[src/sv/bdq_pkg.sv]
// Shared types, sizes and helpers for the bounded deque with search.
// No dependencies; used by the core, the entry RAM wiring and the checker.
package bdq_pkg;

    localparam int CAPACITY    = 16;
    localparam int DATA_WIDTH  = 32;
    localparam int VALUE_WIDTH = 32;
    localparam int IDX_W       = (CAPACITY > 1) ? $clog2(CAPACITY) : 1;
    localparam int CNT_W       = $clog2(CAPACITY + 1);
    localparam int OFF_W       = CNT_W + 1;

    typedef logic [IDX_W-1:0]       idx_t;
    typedef logic [CNT_W-1:0]       cnt_t;
    typedef logic [OFF_W-1:0]       off_t;
    typedef logic [DATA_WIDTH-1:0]  data_t;
    typedef logic [VALUE_WIDTH-1:0] value_t;

    typedef enum logic [2:0] {
        ACT_PUSH_FRONT = 3'd0,
        ACT_PUSH_BACK  = 3'd1,
        ACT_POP_FRONT  = 3'd2,
        ACT_POP_BACK   = 3'd3,
        ACT_SEARCH     = 3'd4,
        ACT_DELETE     = 3'd5
    } action_t;

    typedef enum logic [1:0] {
        STAT_OK        = 2'd0,
        STAT_EMPTY     = 2'd1,
        STAT_FULL      = 2'd2,
        STAT_NOT_FOUND = 2'd3
    } status_t;

    typedef enum logic [2:0] {
        ST_IDLE,
        ST_POP,
        ST_SCAN,
        ST_MOVE,
        ST_FINISH
    } state_t;

    // ring position of (front + off); off stays within CAPACITY + 1 for every read or write address that is used
    function automatic idx_t ring_pos(idx_t front, off_t off);
        logic [OFF_W:0] s;
        s = (OFF_W + 1)'(front) + (OFF_W + 1)'(off);
        if (s >= (OFF_W + 1)'(CAPACITY))
            s = s - (OFF_W + 1)'(CAPACITY);
        return s[IDX_W-1:0];
    endfunction

    function automatic idx_t ring_prev(idx_t front);
        idx_t r;
        if (front == '0)
            r = idx_t'(CAPACITY - 1);
        else
            r = front - 1'b1;
        return r;
    endfunction

    // input value -> stored word (low DATA_WIDTH bits, zero filled above)
    function automatic data_t to_data(value_t v);
        data_t r;
        r = '0;
        for (int i = 0; i < DATA_WIDTH && i < VALUE_WIDTH; i++)
            r[i] = v[i];
        return r;
    endfunction

    // stored word -> popped value field
    function automatic value_t to_value(data_t d);
        value_t r;
        r = '0;
        for (int i = 0; i < DATA_WIDTH && i < VALUE_WIDTH; i++)
            r[i] = d[i];
        return r;
    endfunction

endpackage

[src/sv/bdq_ram.sv]
// Generic single-port-write, single-port-read RAM with registered read data.
// Standalone; no package dependency.
module bdq_ram #(
    parameter int WIDTH  = 32,
    parameter int DEPTH  = 16,
    localparam int ADDR_W = (DEPTH > 1) ? $clog2(DEPTH) : 1
) (
    input  logic              clk,
    input  logic              we,
    input  logic [ADDR_W-1:0] waddr,
    input  logic [WIDTH-1:0]  wdata,
    input  logic [ADDR_W-1:0] raddr,
    output logic [WIDTH-1:0]  rdata
);

    logic [WIDTH-1:0] mem [DEPTH];

    always_ff @(posedge clk)
    begin
        if (we)
            mem[waddr] <= wdata;
        rdata <= mem[raddr];
    end

endmodule

[src/sv/bounded_deque_with_search_core.sv]
// Bounded deque with search and delete-by-value, entries held in a ring in one RAM.
// Depends on bdq_pkg and bdq_ram.
//
//  channel | signals                                   | dir
//  --------+-------------------------------------------+----
//  in      | in_valid, in_ready, action, value         | in
//  out     | out_valid, out_ready, popped_value, found, | out
//          | status, occupancy                         |
//
// One request at a time. Pop makes one RAM read.
// Search: up to count entries, one entry compared per cycle off the RAM read port.
// Delete: scan, then one entry closed up per cycle.
// Result sits in an output register; the next request is taken while it waits.
// Reset clears front index, count and control; no clearing pass over the RAM.
module bounded_deque_with_search_core (
    input  logic                                  clk,
    input  logic                                  rst_n,
    input  logic                                  in_valid,
    output logic                                  in_ready,
    input  logic [2:0]                            action,
    input  logic signed [bdq_pkg::VALUE_WIDTH-1:0] value,
    output logic                                  out_valid,
    input  logic                                  out_ready,
    output logic signed [bdq_pkg::VALUE_WIDTH-1:0] popped_value,
    output logic                                  found,
    output logic [1:0]                            status,
    output logic [bdq_pkg::CNT_W-1:0]             occupancy
);

    bdq_pkg::state_t  state_reg, state_next;
    bdq_pkg::idx_t    front_reg, front_next;
    bdq_pkg::cnt_t    count_reg, count_next;
    bdq_pkg::cnt_t    k_reg, k_next;
    bdq_pkg::action_t act_reg, act_next;
    bdq_pkg::data_t   val_reg, val_next;
    bdq_pkg::value_t  res_popped_reg, res_popped_next;
    logic             res_found_reg, res_found_next;
    bdq_pkg::status_t res_status_reg, res_status_next;
    logic             out_valid_reg, out_valid_next;
    bdq_pkg::value_t  out_popped_reg, out_popped_next;
    logic             out_found_reg, out_found_next;
    bdq_pkg::status_t out_status_reg, out_status_next;
    bdq_pkg::cnt_t    out_occ_reg, out_occ_next;

    logic             ram_we;
    bdq_pkg::idx_t    ram_waddr;
    bdq_pkg::data_t   ram_wdata;
    bdq_pkg::idx_t    ram_raddr;
    bdq_pkg::data_t   ram_rdata;

    bdq_pkg::action_t in_act;
    bdq_pkg::data_t   in_data;
    bdq_pkg::off_t    k_off;
    bdq_pkg::off_t    cnt_off;
    logic             is_full;
    logic             is_empty;
    logic             hit;
    logic             scan_last;
    logic             move_last;
    logic             out_free;

    assign in_act    = bdq_pkg::action_t'(action);
    assign in_data   = bdq_pkg::to_data(bdq_pkg::value_t'(value));
    assign k_off     = bdq_pkg::off_t'(k_reg);
    assign cnt_off   = bdq_pkg::off_t'(count_reg);
    assign is_full   = (count_reg == bdq_pkg::cnt_t'(bdq_pkg::CAPACITY));
    assign is_empty  = (count_reg == '0);
    assign hit       = (ram_rdata == val_reg);
    assign scan_last = ((k_off + bdq_pkg::off_t'(1)) >= cnt_off);
    assign move_last = ((k_off + bdq_pkg::off_t'(2)) >= cnt_off);
    assign out_free  = !out_valid_reg || out_ready;

    assign in_ready     = (state_reg == bdq_pkg::ST_IDLE);
    assign out_valid    = out_valid_reg;
    assign popped_value = out_popped_reg;
    assign found        = out_found_reg;
    assign status       = out_status_reg;
    assign occupancy    = out_occ_reg;

    bdq_ram #(
        .WIDTH (bdq_pkg::DATA_WIDTH),
        .DEPTH (bdq_pkg::CAPACITY)
    ) u_entries (
        .clk   (clk),
        .we    (ram_we),
        .waddr (ram_waddr),
        .wdata (ram_wdata),
        .raddr (ram_raddr),
        .rdata (ram_rdata)
    );

    // next state
    always_comb
    begin
        state_next = state_reg;
        case (state_reg)
            bdq_pkg::ST_IDLE:
            begin
                if (in_valid)
                begin
                    case (in_act)
                        bdq_pkg::ACT_POP_FRONT,
                        bdq_pkg::ACT_POP_BACK:
                            state_next = is_empty ? bdq_pkg::ST_FINISH : bdq_pkg::ST_POP;
                        bdq_pkg::ACT_SEARCH,
                        bdq_pkg::ACT_DELETE:
                            state_next = is_empty ? bdq_pkg::ST_FINISH : bdq_pkg::ST_SCAN;
                        default:
                            state_next = bdq_pkg::ST_FINISH;
                    endcase
                end
            end
            bdq_pkg::ST_POP:
                state_next = bdq_pkg::ST_FINISH;
            bdq_pkg::ST_SCAN:
            begin
                if (hit)
                begin
                    if (act_reg == bdq_pkg::ACT_SEARCH || scan_last)
                        state_next = bdq_pkg::ST_FINISH;
                    else
                        state_next = bdq_pkg::ST_MOVE;
                end
                else if (scan_last)
                    state_next = bdq_pkg::ST_FINISH;
            end
            bdq_pkg::ST_MOVE:
            begin
                if (move_last)
                    state_next = bdq_pkg::ST_FINISH;
            end
            bdq_pkg::ST_FINISH:
            begin
                if (out_free)
                    state_next = bdq_pkg::ST_IDLE;
            end
            default:
                state_next = bdq_pkg::ST_IDLE;
        endcase
    end

    // datapath and RAM control
    always_comb
    begin
        front_next      = front_reg;
        count_next      = count_reg;
        k_next          = k_reg;
        act_next        = act_reg;
        val_next        = val_reg;
        res_popped_next = res_popped_reg;
        res_found_next  = res_found_reg;
        res_status_next = res_status_reg;
        out_valid_next  = out_valid_reg && !out_ready;
        out_popped_next = out_popped_reg;
        out_found_next  = out_found_reg;
        out_status_next = out_status_reg;
        out_occ_next    = out_occ_reg;
        ram_we          = 1'b0;
        ram_waddr       = front_reg;
        ram_wdata       = val_reg;
        // read one entry ahead of the compare / copy position
        ram_raddr       = bdq_pkg::ring_pos(front_reg, k_off + bdq_pkg::off_t'(1));

        case (state_reg)
            bdq_pkg::ST_IDLE:
            begin
                if (in_valid)
                begin
                    act_next        = in_act;
                    val_next        = in_data;
                    k_next          = '0;
                    res_popped_next = '0;
                    res_found_next  = 1'b0;
                    res_status_next = bdq_pkg::STAT_OK;
                    case (in_act)
                        bdq_pkg::ACT_PUSH_FRONT:
                        begin
                            if (is_full)
                                res_status_next = bdq_pkg::STAT_FULL;
                            else
                            begin
                                ram_we     = 1'b1;
                                ram_waddr  = bdq_pkg::ring_prev(front_reg);
                                ram_wdata  = in_data;
                                front_next = bdq_pkg::ring_prev(front_reg);
                                count_next = count_reg + 1'b1;
                            end
                        end
                        bdq_pkg::ACT_PUSH_BACK:
                        begin
                            if (is_full)
                                res_status_next = bdq_pkg::STAT_FULL;
                            else
                            begin
                                ram_we     = 1'b1;
                                ram_waddr  = bdq_pkg::ring_pos(front_reg, cnt_off);
                                ram_wdata  = in_data;
                                count_next = count_reg + 1'b1;
                            end
                        end
                        bdq_pkg::ACT_POP_FRONT:
                        begin
                            ram_raddr = front_reg;
                            if (is_empty)
                                res_status_next = bdq_pkg::STAT_EMPTY;
                        end
                        bdq_pkg::ACT_POP_BACK:
                        begin
                            ram_raddr = bdq_pkg::ring_pos(front_reg,
                                                          cnt_off - bdq_pkg::off_t'(1));
                            if (is_empty)
                                res_status_next = bdq_pkg::STAT_EMPTY;
                        end
                        bdq_pkg::ACT_SEARCH:
                        begin
                            ram_raddr = front_reg;
                            if (is_empty)
                                res_status_next = bdq_pkg::STAT_NOT_FOUND;
                        end
                        bdq_pkg::ACT_DELETE:
                        begin
                            ram_raddr = front_reg;
                            if (is_empty)
                                res_status_next = bdq_pkg::STAT_EMPTY;
                        end
                        default:
                            res_status_next = bdq_pkg::STAT_OK;
                    endcase
                end
            end
            bdq_pkg::ST_POP:
            begin
                res_popped_next = bdq_pkg::to_value(ram_rdata);
                count_next      = count_reg - 1'b1;
                if (act_reg == bdq_pkg::ACT_POP_FRONT)
                    front_next = bdq_pkg::ring_pos(front_reg, bdq_pkg::off_t'(1));
            end
            bdq_pkg::ST_SCAN:
            begin
                if (hit)
                begin
                    res_found_next = 1'b1;
                    // match on the last entry: nothing to close up
                    if (act_reg == bdq_pkg::ACT_DELETE && scan_last)
                        count_next = count_reg - 1'b1;
                end
                else if (scan_last)
                    res_status_next = bdq_pkg::STAT_NOT_FOUND;
                else
                    k_next = k_reg + 1'b1;
            end
            bdq_pkg::ST_MOVE:
            begin
                // entry k+1 arrives now; write it to slot k, fetch k+2
                ram_we    = 1'b1;
                ram_waddr = bdq_pkg::ring_pos(front_reg, k_off);
                ram_wdata = ram_rdata;
                ram_raddr = bdq_pkg::ring_pos(front_reg, k_off + bdq_pkg::off_t'(2));
                if (move_last)
                    count_next = count_reg - 1'b1;
                else
                    k_next = k_reg + 1'b1;
            end
            bdq_pkg::ST_FINISH:
            begin
                if (out_free)
                begin
                    out_valid_next  = 1'b1;
                    out_popped_next = res_popped_reg;
                    out_found_next  = res_found_reg;
                    out_status_next = res_status_reg;
                    out_occ_next    = count_reg;
                end
            end
            default:
                ram_we = 1'b0;
        endcase
    end

    always_ff @(posedge clk or negedge rst_n)
    begin
        if (!rst_n)
        begin
            state_reg     <= bdq_pkg::ST_IDLE;
            front_reg     <= '0;
            count_reg     <= '0;
            out_valid_reg <= 1'b0;
        end
        else
        begin
            state_reg     <= state_next;
            front_reg     <= front_next;
            count_reg     <= count_next;
            out_valid_reg <= out_valid_next;
        end
    end

    always_ff @(posedge clk)
    begin
        k_reg          <= k_next;
        act_reg        <= act_next;
        val_reg        <= val_next;
        res_popped_reg <= res_popped_next;
        res_found_reg  <= res_found_next;
        res_status_reg <= res_status_next;
        out_popped_reg <= out_popped_next;
        out_found_reg  <= out_found_next;
        out_status_reg <= out_status_next;
        out_occ_reg    <= out_occ_next;
    end

endmodule

[config.mk]
export PLATFORM = sky130hd
export DESIGN_NAME = bounded_deque_with_search_core
export DESIGN_NICKNAME = d
export VERILOG_FILES = /design/src/sv/bdq_pkg.sv /design/src/sv/bdq_ram.sv /design/src/sv/bounded_deque_with_search_core.sv
export SDC_FILE = /design/constraint.sdc
export NUM_CORES = 1
export LEC_CHECK = 0
export BUFFER_PORTS_ARGS = -buffer_cell sky130_fd_sc_hd__buf_4
export CORE_AREA = 2 2 238 240
export CTS_BUF_LIST = sky130_fd_sc_hd__clkbuf_8
export DETAILED_ROUTE_END_ITERATION = 10
export DIE_AREA = 0 0 240 242
export PLACE_DENSITY = 0.66
export SETUP_SLACK_MARGIN = 0.05
export SYNTH_ARGS = -nofsm -noshare
export SYNTH_HDL_FRONTEND = slang
export SYNTH_SLANG_ARGS = --single-unit
[constraint.sdc]
create_clock -name clk -period 12 [get_ports clk]
set_input_delay 0.6 -clock clk [delete_from_list [all_inputs] [get_ports clk]]
set_output_delay 0.6 -clock clk [all_outputs]
set_load 0.01 [all_outputs]
==> qor.txt, run 1 <==
final wirelength = 66,350 um
Vias/cell = 5.607
clk buf depth = 3
Starting Density = 49.36%
Synthesized Nets = 2,194
vias in the first global route = 16,430
CTS Sinks = 672
PnR worst setup slack = 7.262 ns
CP arrival = 5.06 ns
Layout Nets = 2,293
total setup buffers inserted after CTS = 0
worst-margin pin slew = 1.163 ns
DR iter-0 viols = 1,832
endpoints failing hold = 0
drt pass-1 iters = 6
share of cells above drive strength 1 = 12.55%
post-synth top area cell = edfxtp_1
H-tree depth = 3
Filler cells = 4,528
via count = 17,150
Total GRT Usage = 22.99%
met1 wire length = 28,290 um
Syn. warnings = 0
Slew Viols, Final = 0
Tmin final = 4.738 ns
Clk pin slew, worst setup/hold paths = 0.07 ns
setup TNS = 0 ns
Core ar. = 55,730 um^2
dominant synthesized flop cell = edfxtp_1
PortBufs = 80
worst clock skew = 0.02624 ns
Synth top area share = 68.44%
top post-synthesis cells by area = edfxtp_1 68%, nand2_1 8.2%, nand3_1 4.7%, dfxtp_1 2.3%, nand4_1 1.6%
CTS tree = done
IO Pins = 81
DIE HEIGHT = 242 um
Routed Antenna Nets = 0
Max-cap violations = 0
Max Used Layer = met4
FF+latch count, synth = 672
Cells after DPL = 2,866
unrepaired setup endpoints after global routing = no
mapped cell area = 27,510 um^2
met3 wire length = 5418 um
DR WL met2 = 31,230 um
row cnt = 87
Setup CP Type = register to register
f_max = 0.2110 GHz
CP startpoint kind = register
crit-path max FO = 47
largest net degree at the start of global routing = 94
Inserted Clock Buffers = 102
initial antenna violation count = 1
Final Wtd Congestion = 0.8752
Post-Layout Cell Count = 3,059
DRC viols = 0
Cells after Synth = 2,116
max FFs per register = 512
Mapped Avg Cell Area = 13.00 um^2
Avg WL per Cell = 21.69 um
outcome = completed
CTS Hold Bufs = 1
grt ovf = 0
fraction of registers with async set/reset = 1.935%
post-synthesis sequential area ratio = 71.95%
Distinct cells, synth = 66
Worst slew margin = 22.47%
worst-skew pair later-pin latency = 0.70 ns
Area Overhead vs Synth = 12.08%
Worst setup EP type = register
Place WS = 7.184 ns
critical path required time = 12.33 ns
Final HPWL DP = 37,850 um
Hold Path Class = primary input to register
Die X = 240 um
Clock Tree Root = clkbuf_8
Most flops, register = u_entries.mem
area of the die = 58,080 um^2
first-pass GRT wire length = 100,200 um
Min Hold Slack = 0.09939 ns
Post-synth EDFFs = 627
CTS resizes = 0
fin crit share = 39.49%
# setup viols final = 0
==> layout by cell type (no fill, tap or decap), drive strengths merged, types with 36 or more instances in the layout <==
cell and count:
nand2 599, edfxtp 627, inv 67, clkbuf 114
mux2i 36, nand4 69, buf 109, xor2 41
nand3 267
==> worst max-delay path, cell delays in order (launching register included) <==
cell,delay [ns]
dfrtp_1,0.48
or4b_4,0.62
clkinv_4,0.37
nand2_1,0.22
nor2_4,0.75
nor2_4,0.35
nor3b_1,0.45
nand2_1,0.16
nor2_4,0.40
buf_4,0.50
==> routing by layer <==
metal | vias up | GRT usage (%)
met4 | 0 | 7.033
li1 | 7888 | -
met2 | 731 | 36.40
met1 | 8419 | 33.09
met5 | - | 0
met3 | 113 | 3.361
==> cell usage after synthesis, types with 13 or more instances <==
cell      instances
dfrtp_1          13
buf_2            48
xor2_1           41
nand3_1         257
nand4_1          69
xnor2_1          18
inv_1            24
edfxtp_1        627
nand2_1         598
ha_1             33
dfxtp_1          32
a21oi_1          18
clkbuf_1         54
mux2i_1          36
nor2_1           27
a22oi_1          33
and2_1           33
==> layout make-up <==
type                       count  area (um^2)  area share, %
tap                          756        945.9          3.068
multi-input combinational   1303         7149          23.19
sequential                   672        19790          64.20
clock inverter                77        440.4          1.428
timing repair buffer         110        828.3          2.686
antenna                        1        2.502       0.008116
inverter                      26        102.6         0.3328
clock buffer                 114         1569          5.089
==> per-stage QoR <==
| stage | util [%] | area [um^2] |
|---|---|---|
| 6_report | 55.32 | 30830 |
| 5_1_grt | 55.32 | 30830 |
| 4_1_cts | 55.32 | 30830 |
| 3_5_place_dp | 51.69 | 28810 |
| 3_3_place_gp | 51.69 | 28810 |
| 2_1_floorplan | - | 27510 |
==> cells by family (layout without fill, tap and decap cells) <==
kind of cell	after synthesis	after routing	share of synthesized area, %
adder cells (fa/ha/maj)	39	39	1.938
AND/OR/NAND/NOR	1057	1057	17.50
flip-flops	672	672	71.95
other	0	1	0
buffers and inverters	141	327	2.461
XOR/XNOR	59	59	1.878
AO/OA/AOI/OAI	111	111	2.920
multiplexers	37	37	1.351
==> worst paths after layout <==
check                                   startpoint               endpoint  cells past startpoint  slack, ns
worst max-delay path                  state_reg[0]  u_entries.mem[13][25]                      9       7.26
worst min-delay path                      value[4]             val_reg[4]                      1        0.1
worst max register to register        state_reg[0]  u_entries.mem[13][25]                      9       7.26
worst min register to register  res_popped_reg[15]       popped_value[15]                      0       0.41
max in group asynchronous                    rst_n           state_reg[2]                      2      11.52
min in group asynchronous                    rst_n           front_reg[2]                      2       0.30
Power of run 1 is not shown: default switching activity piles up to over one toggle a cycle in this logic, so the estimate is an artifact.
==> run 2, diff against run 1 <==
clock period = 4.9 ns   (was 12 ns; I/O delays follow)
==> run 2 against run 1 <==
  * Die area unchanged
  * Clock-buffer cell count decreased by 2
  * Cell count increased by 1.6%
  * Clock skew increased by 0.0023 ns
  * Sequential share of layout area decreased by 1.2 points
==> qor.txt, run 2 (synthesized netlist as in run 1, its figures left out) <==
hold path start = value[8] (was value[4])
Tmin final = 3.923 ns (was 4.738 ns)
Max-cap violations = 0 (unchanged)
f_max = 0.2549 GHz (was 0.2110 GHz)
row cnt = 87 (unchanged)
Routed Antenna Nets = 0 (unchanged)
Starting Density = 49.36% (unchanged)
IO Pins = 81 (unchanged)
final wirelength = 68,490 um (was 66,350 um)
critical path required time = 5.23 ns (was 12.33 ns)
endpoints failing hold = 0 (unchanged)
DR iter-0 viols = 1,930 (was 1,832)
crit-path max FO = 19 (was 47)
Clk pin slew, worst setup/hold paths = 0.06 ns (was 0.07 ns)
fin crit share = 80.07% (was 39.49%)
Post-Layout Cell Count = 3,108 (was 3,059)
Storage cell area = 19,790 um^2 (unchanged)
Inserted Clock Buffers = 101 (was 102)
PnR worst setup slack = 0.9765 ns (was 7.262 ns)
Cell Area, Placed = 29,110 um^2 (was 28,810 um^2)
vias in the first global route = 17,030 (was 16,430)
PortBufs = 80 (unchanged)
clk buf depth = 3 (unchanged)
area of the die = 58,080 um^2 (unchanged)
largest net degree at the start of global routing = 154 (was 94)
Final Wtd Congestion = 0.8781 (was 0.8752)
initial antenna violation count = 4 (was 1)
Finished Core Util = 56.39% (was 55.32%)
Cells after DPL = 2,878 (was 2,866)
outcome = completed (unchanged)
CP arrival = 4.25 ns (was 5.06 ns)
Place WS = 1.056 ns (was 7.184 ns)
Crit Reg-Reg Startpoint = count_reg[0] (was state_reg[0])
commonest non-fill, non-tap cells in the layout = 627 x edfxtp_1, 598 x nand2_1, 257 x nand3_1 (unchanged)
worst clock skew = 0.02852 ns (was 0.02624 ns)
CTS tree = done (unchanged)
Hold Path Class = primary input to register (unchanged)
DRC viols = 0 (unchanged)
Critical Path Start = count_reg[0] (was state_reg[0])
via count = 17,510 (was 17,150)
share of cells above drive strength 1 = 12.55% (about the same)
Vias/cell = 5.633 (was 5.607)
Filler cells = 4,502 (was 4,528)
# setup viols final = 0 (unchanged)
commonest non-fill, non-tap cell in the layout = edfxtp_1 (unchanged)
worst-margin pin slew = 1.124 ns (was 1.163 ns)
worst-skew pair later-pin latency = 0.70 ns (about the same)
total setup buffers inserted after CTS = 0 (unchanged)
Avg WL per Cell = 22.04 um (was 21.69 um)
Final Cell Area = 31,430 um^2 (was 30,830 um^2)
max FFs per register = 512 (unchanged)
Most flops, register = u_entries.mem (unchanged)
CP startpoint kind = register (unchanged)
first-pass GRT wire length = 103,000 um (was 100,200 um)
DIE HEIGHT = 242 um (unchanged)
Die X = 240 um (unchanged)
Worst setup EP type = register (unchanged)
Area Overhead vs Synth = 14.24% (was 12.08%)
drt pass-1 iters = 7 (was 6)
Worst slew margin = 24.88% (was 22.47%)
multi-input logic area = 7149 um^2 (unchanged)
Total GRT Usage = 23.72% (was 22.99%)
Final HPWL DP = 39,020 um (was 37,850 um)
H-tree depth = 3 (unchanged)
CTS Sinks = 672 (unchanged)
Layout Nets = 2,342 (was 2,293)
Clock Tree Root = clkbuf_8 (unchanged)
Core ar. = 55,730 um^2 (unchanged)
grt ovf = 0 (unchanged)
unrepaired setup endpoints after global routing = no (unchanged)
Slew Viols, Final = 0 (unchanged)
Setup CP Type = register to register (unchanged)
==> run 2: final timing paths <==
path	cells after the start	end	slack (ns)
max in group asynchronous	3	count_reg[1]	3.77
min in group asynchronous	3	front_reg[1]	0.68
hold / removal	2	val_reg[8]	0.31
setup / recovery	10	u_entries.mem[15][6]	0.98
setup reg to reg	10	u_entries.mem[15][6]	0.98
hold reg to reg	0	popped_value[2]	0.42
==> run 2: layout make-up <==
cell class	instances	share of cell area, %
clock inverters	77	1.202
clock buffers	112	4.905
multi-input cells	1303	22.75
repair buffers	160	4.809
diodes	2	0.01592
well taps	756	3.010
inverters	26	0.3265
flip-flops and latches	672	62.98
==> run 2: layer usage <==
layer | wire (um) | GRT usage (%) | vias up
li1 | - | - | 7971
met1 | 28370 | 32.95 | 8634
met2 | 32590 | 37.82 | 780
met3 | 5780 | 4.319 | 119
met4 | 1729 | 8.001 | 2
met5 | 16 | 0 | -
==> run 2: critical path: stages, from the launching register on <==
cell	delay, ns
dfrtp_1	0.49
inv_1	0.20
ha_1	0.22
nand4bb_1	0.41
a21oi_1	0.30
a211oi_1	0.07
nor3_1	0.22
a221o_1	0.47
nand2_1	0.17
nor2_4	0.49
buf_4	0.48
==> run 2: repair_timing <==
item | 4_1_cts | 5_1_grt
endpoints found under the hold margin | 52 | 0
hold buffers | 39 | 0
resized for setup | 0 | 0
==> run 2: per-stage QoR <==
stage          hold WS (ns)  TNS (ns)
3_3_place_gp         0.1154         0
6_report             0.3057         0
3_5_place_dp         0.1140         0
2_1_floorplan      -0.05059    -74.30
5_1_grt              0.2807         0
4_1_cts              0.2590         0
Power of run 2 is left out for the same reason.
==> run 3, diff against run 2 <==
PLACE_DENSITY = 0.68   (was 0.66)
clock period = 3.6 ns   (was 4.9 ns; I/O delays follow)
==> run 3 against run 2 <==
  * Die area did not move
  * Setup slack got worse by 0.77 ns
  * First-iteration DRC count is 6.4% higher
  * Fmax is 16% higher
  * Cell count up 1.2%
  * Critical path type unchanged
  * Highest routed layer unchanged
==> qor.txt, run 3 (synthesized netlist as in run 1, its figures left out) <==
Cells on Worst Hold Path = 2 (unchanged)
met2 Track Usage GR = 38.09% (was 37.82%)
commonest non-fill, non-tap cells in the layout = 627 x edfxtp_1, 598 x nand2_1, 257 x nand3_1 (unchanged)
Most flops, register = u_entries.mem (unchanged)
Worst slew margin = 32.60% (was 24.88%)
clk buf depth = 3 (unchanged)
row cnt = 87 (unchanged)
Inserted Clock Buffers = 102 (was 101)
Hold Path Class = primary input to register (unchanged)
worst-margin pin slew = 1.002 ns (was 1.124 ns)
Buf/Inv on CP = 4 (was 2)
cells on worst reg2reg path = 11 (was 10)
Slew Viols, Final = 0 (unchanged)
Final Wtd Congestion = 0.8775 (was 0.8781)
Top Usage Layer GRT = met2 (unchanged)
Setup CP Type = register to register (unchanged)
max FFs per register = 512 (unchanged)
Layout Nets = 2,377 (was 2,342)
Max-cap violations = 0 (unchanged)
total setup buffers inserted after CTS = 0 (unchanged)
CP arrival = 3.79 ns (was 4.25 ns)
unrepaired setup endpoints after global routing = no (unchanged)
GR Util met3 = 4.672% (was 4.319%)
commonest non-fill, non-tap cell in the layout = edfxtp_1 (unchanged)
drt pass-1 iters = 5 (was 7)
Die X = 240 um (unchanged)
Starting Density = 49.36% (unchanged)
fin crit share = 94.20% (was 80.07%)
via count = 17,900 (was 17,510)
Slowest cell on crit path = dfrtp_1 (unchanged)
setup slack, reg-to-reg = 0.21 ns (was 0.98 ns)
IO Pins = 81 (unchanged)
crit-path max FO = 21 (was 19)
Clk pin slew, worst setup/hold paths = 0.06 ns (about the same)
worst clock skew = 0.02519 ns (was 0.02852 ns)
endpoints failing hold = 0 (unchanged)
f_max = 0.2949 GHz (was 0.2549 GHz)
stages on the worst setup path = 11 (was 10)
final wirelength = 70,520 um (was 68,490 um)
critical path required time = 4.00 ns (was 5.23 ns)
Routed Antenna Nets = 0 (unchanged)
PortBufs = 80 (unchanged)
grt ovf = 0 (unchanged)
share of cells above drive strength 1 = 14.32% (was 12.55%)
Tmin final = 3.391 ns (was 3.923 ns)
GR Util met1 = 34.07% (was 32.95%)
setup TNS = 0 ns (unchanged)
Largest stage delay, worst path = 0.53 ns (was 0.49 ns)
DRC viols = 0 (unchanged)
CP Cell Sequence = inv_1, ha_1, nor4bb_2, buf_4, a311oi_1, o31ai_1, a221o_1, buf_4, nor2_1, and3_2, buf_12 (was inv_1, ha_1, nand4bb_1, a21oi_1, a211oi_1, nor3_1, a221o_1, nand2_1, nor2_4, buf_4)
area of the die = 58,080 um^2 (unchanged)
vias in the first global route = 17,070 (was 17,030)
Core ar. = 55,730 um^2 (unchanged)
delay-heaviest family, CP = compound AO/OA/AOI/OAI gates (was simple AND/OR/NAND/NOR gates)
first-pass GRT wire length = 105,100 um (was 103,000 um)
initial antenna violation count = 7 (was 4)
DIE HEIGHT = 242 um (unchanged)
CTS Sinks = 672 (unchanged)
Total GRT Usage = 24.32% (was 23.72%)
CTS tree = done (unchanged)
Clock Tree Root = clkbuf_8 (unchanged)
Worst setup EP type = register (unchanged)
Avg WL per Cell = 22.42 um (was 22.04 um)
worst-skew pair later-pin latency = 0.72 ns (was 0.70 ns)
most frequent CP cell = buf_4
DR iter-0 viols = 2,053 (was 1,930)
H-tree depth = 3 (unchanged)
outcome = completed (unchanged)
largest net degree at the start of global routing = 98 (was 154)
CP startpoint kind = register (unchanged)
# setup viols final = 0 (unchanged)
Vias/cell = 5.692 (was 5.633)
Final HPWL DP = 40,310 um (was 39,020 um)
Area Overhead vs Synth = 16.27% (was 14.24%)
run 3: cell types whose count changed in the layout (fill, tap and decap cells not counted), sizes merged:
cell      before  now
bufinv         2    1
diode          2    1
clkinv        36   31
clkbuf       112  117
buf          121  155
inv           63   69
clkinvlp       2    1
run 3: per-layer routing:
layer | wire, um | up-vias
li1 | - | 8055
met1 | 28650 | 8759
met2 | 33040 | 943
met3 | 7051 | 143
met4 | 1769 | 2
met5 | 10 | -
run 3: stage by stage:
| step | instances | worst slack [ns] | hold slack [ns] | utilization [%] | cell area (um^2) |
|---|---|---|---|---|---|
| floorplan | 2116 | 0.05540 | -0.1156 | - | 27630 |
| global placement | 2912 | 0.3166 | 0.04466 | 53.07 | 29580 |
| detailed placement | 2912 | 0.2919 | 0.04982 | 53.07 | 29580 |
| CTS | 3144 | 0.2690 | 0.1636 | 57.38 | 31980 |
| global route | 3145 | 0.06012 | 0.1873 | 57.39 | 31990 |
| finish | 3145 | 0.2087 | 0.2083 | 57.39 | 31990 |
run 3: path summary, 6_finish.rpt:
| kind | startpoint | end |
|---|---|---|
| worst max-delay path | count_reg[0] | u_entries.mem[2][8] |
| worst min-delay path | value[2] | val_reg[2] |
| worst max register to register | count_reg[0] | u_entries.mem[2][8] |
| worst min register to register | res_popped_reg[18] | popped_value[18] |
| max in group asynchronous | rst_n | front_reg[1] |
| min in group asynchronous | rst_n | state_reg[1] |
run 3: repair_timing:
item	4_1_cts	5_1_grt
endpoints found under the setup margin	0	36
resized for setup	0	1
hold endpoints to repair	52	0
hold buffers	39	0
run 3: final cells by class:
| class | instances | area [um^2] |
|---|---|---|
| Antenna cell | 1 | 2.502 |
| Timing Repair Buffer | 194 | 1921 |
| Clock inverter | 76 | 400.4 |
| Fill cell | 4411 | 23750 |
| Inverter | 26 | 102.6 |
| Sequential cell | 672 | 19800 |
| Clock buffer | 117 | 1610 |
| Multi-Input combinational cell | 1303 | 7209 |
| Tap cell | 756 | 945.9 |
run 3: worst register-to-register path: cells and delay by family, from the launching register on:
family	cells	cell delay [ns]
buffers and inverters	4	0.76
adders and majority gates	1	0.27
DFF	1	0.53
and+or+nand+nor	3	0.68
AOI/OAI and AO/OA	3	0.84
Power of run 3 is left out for the same reason.
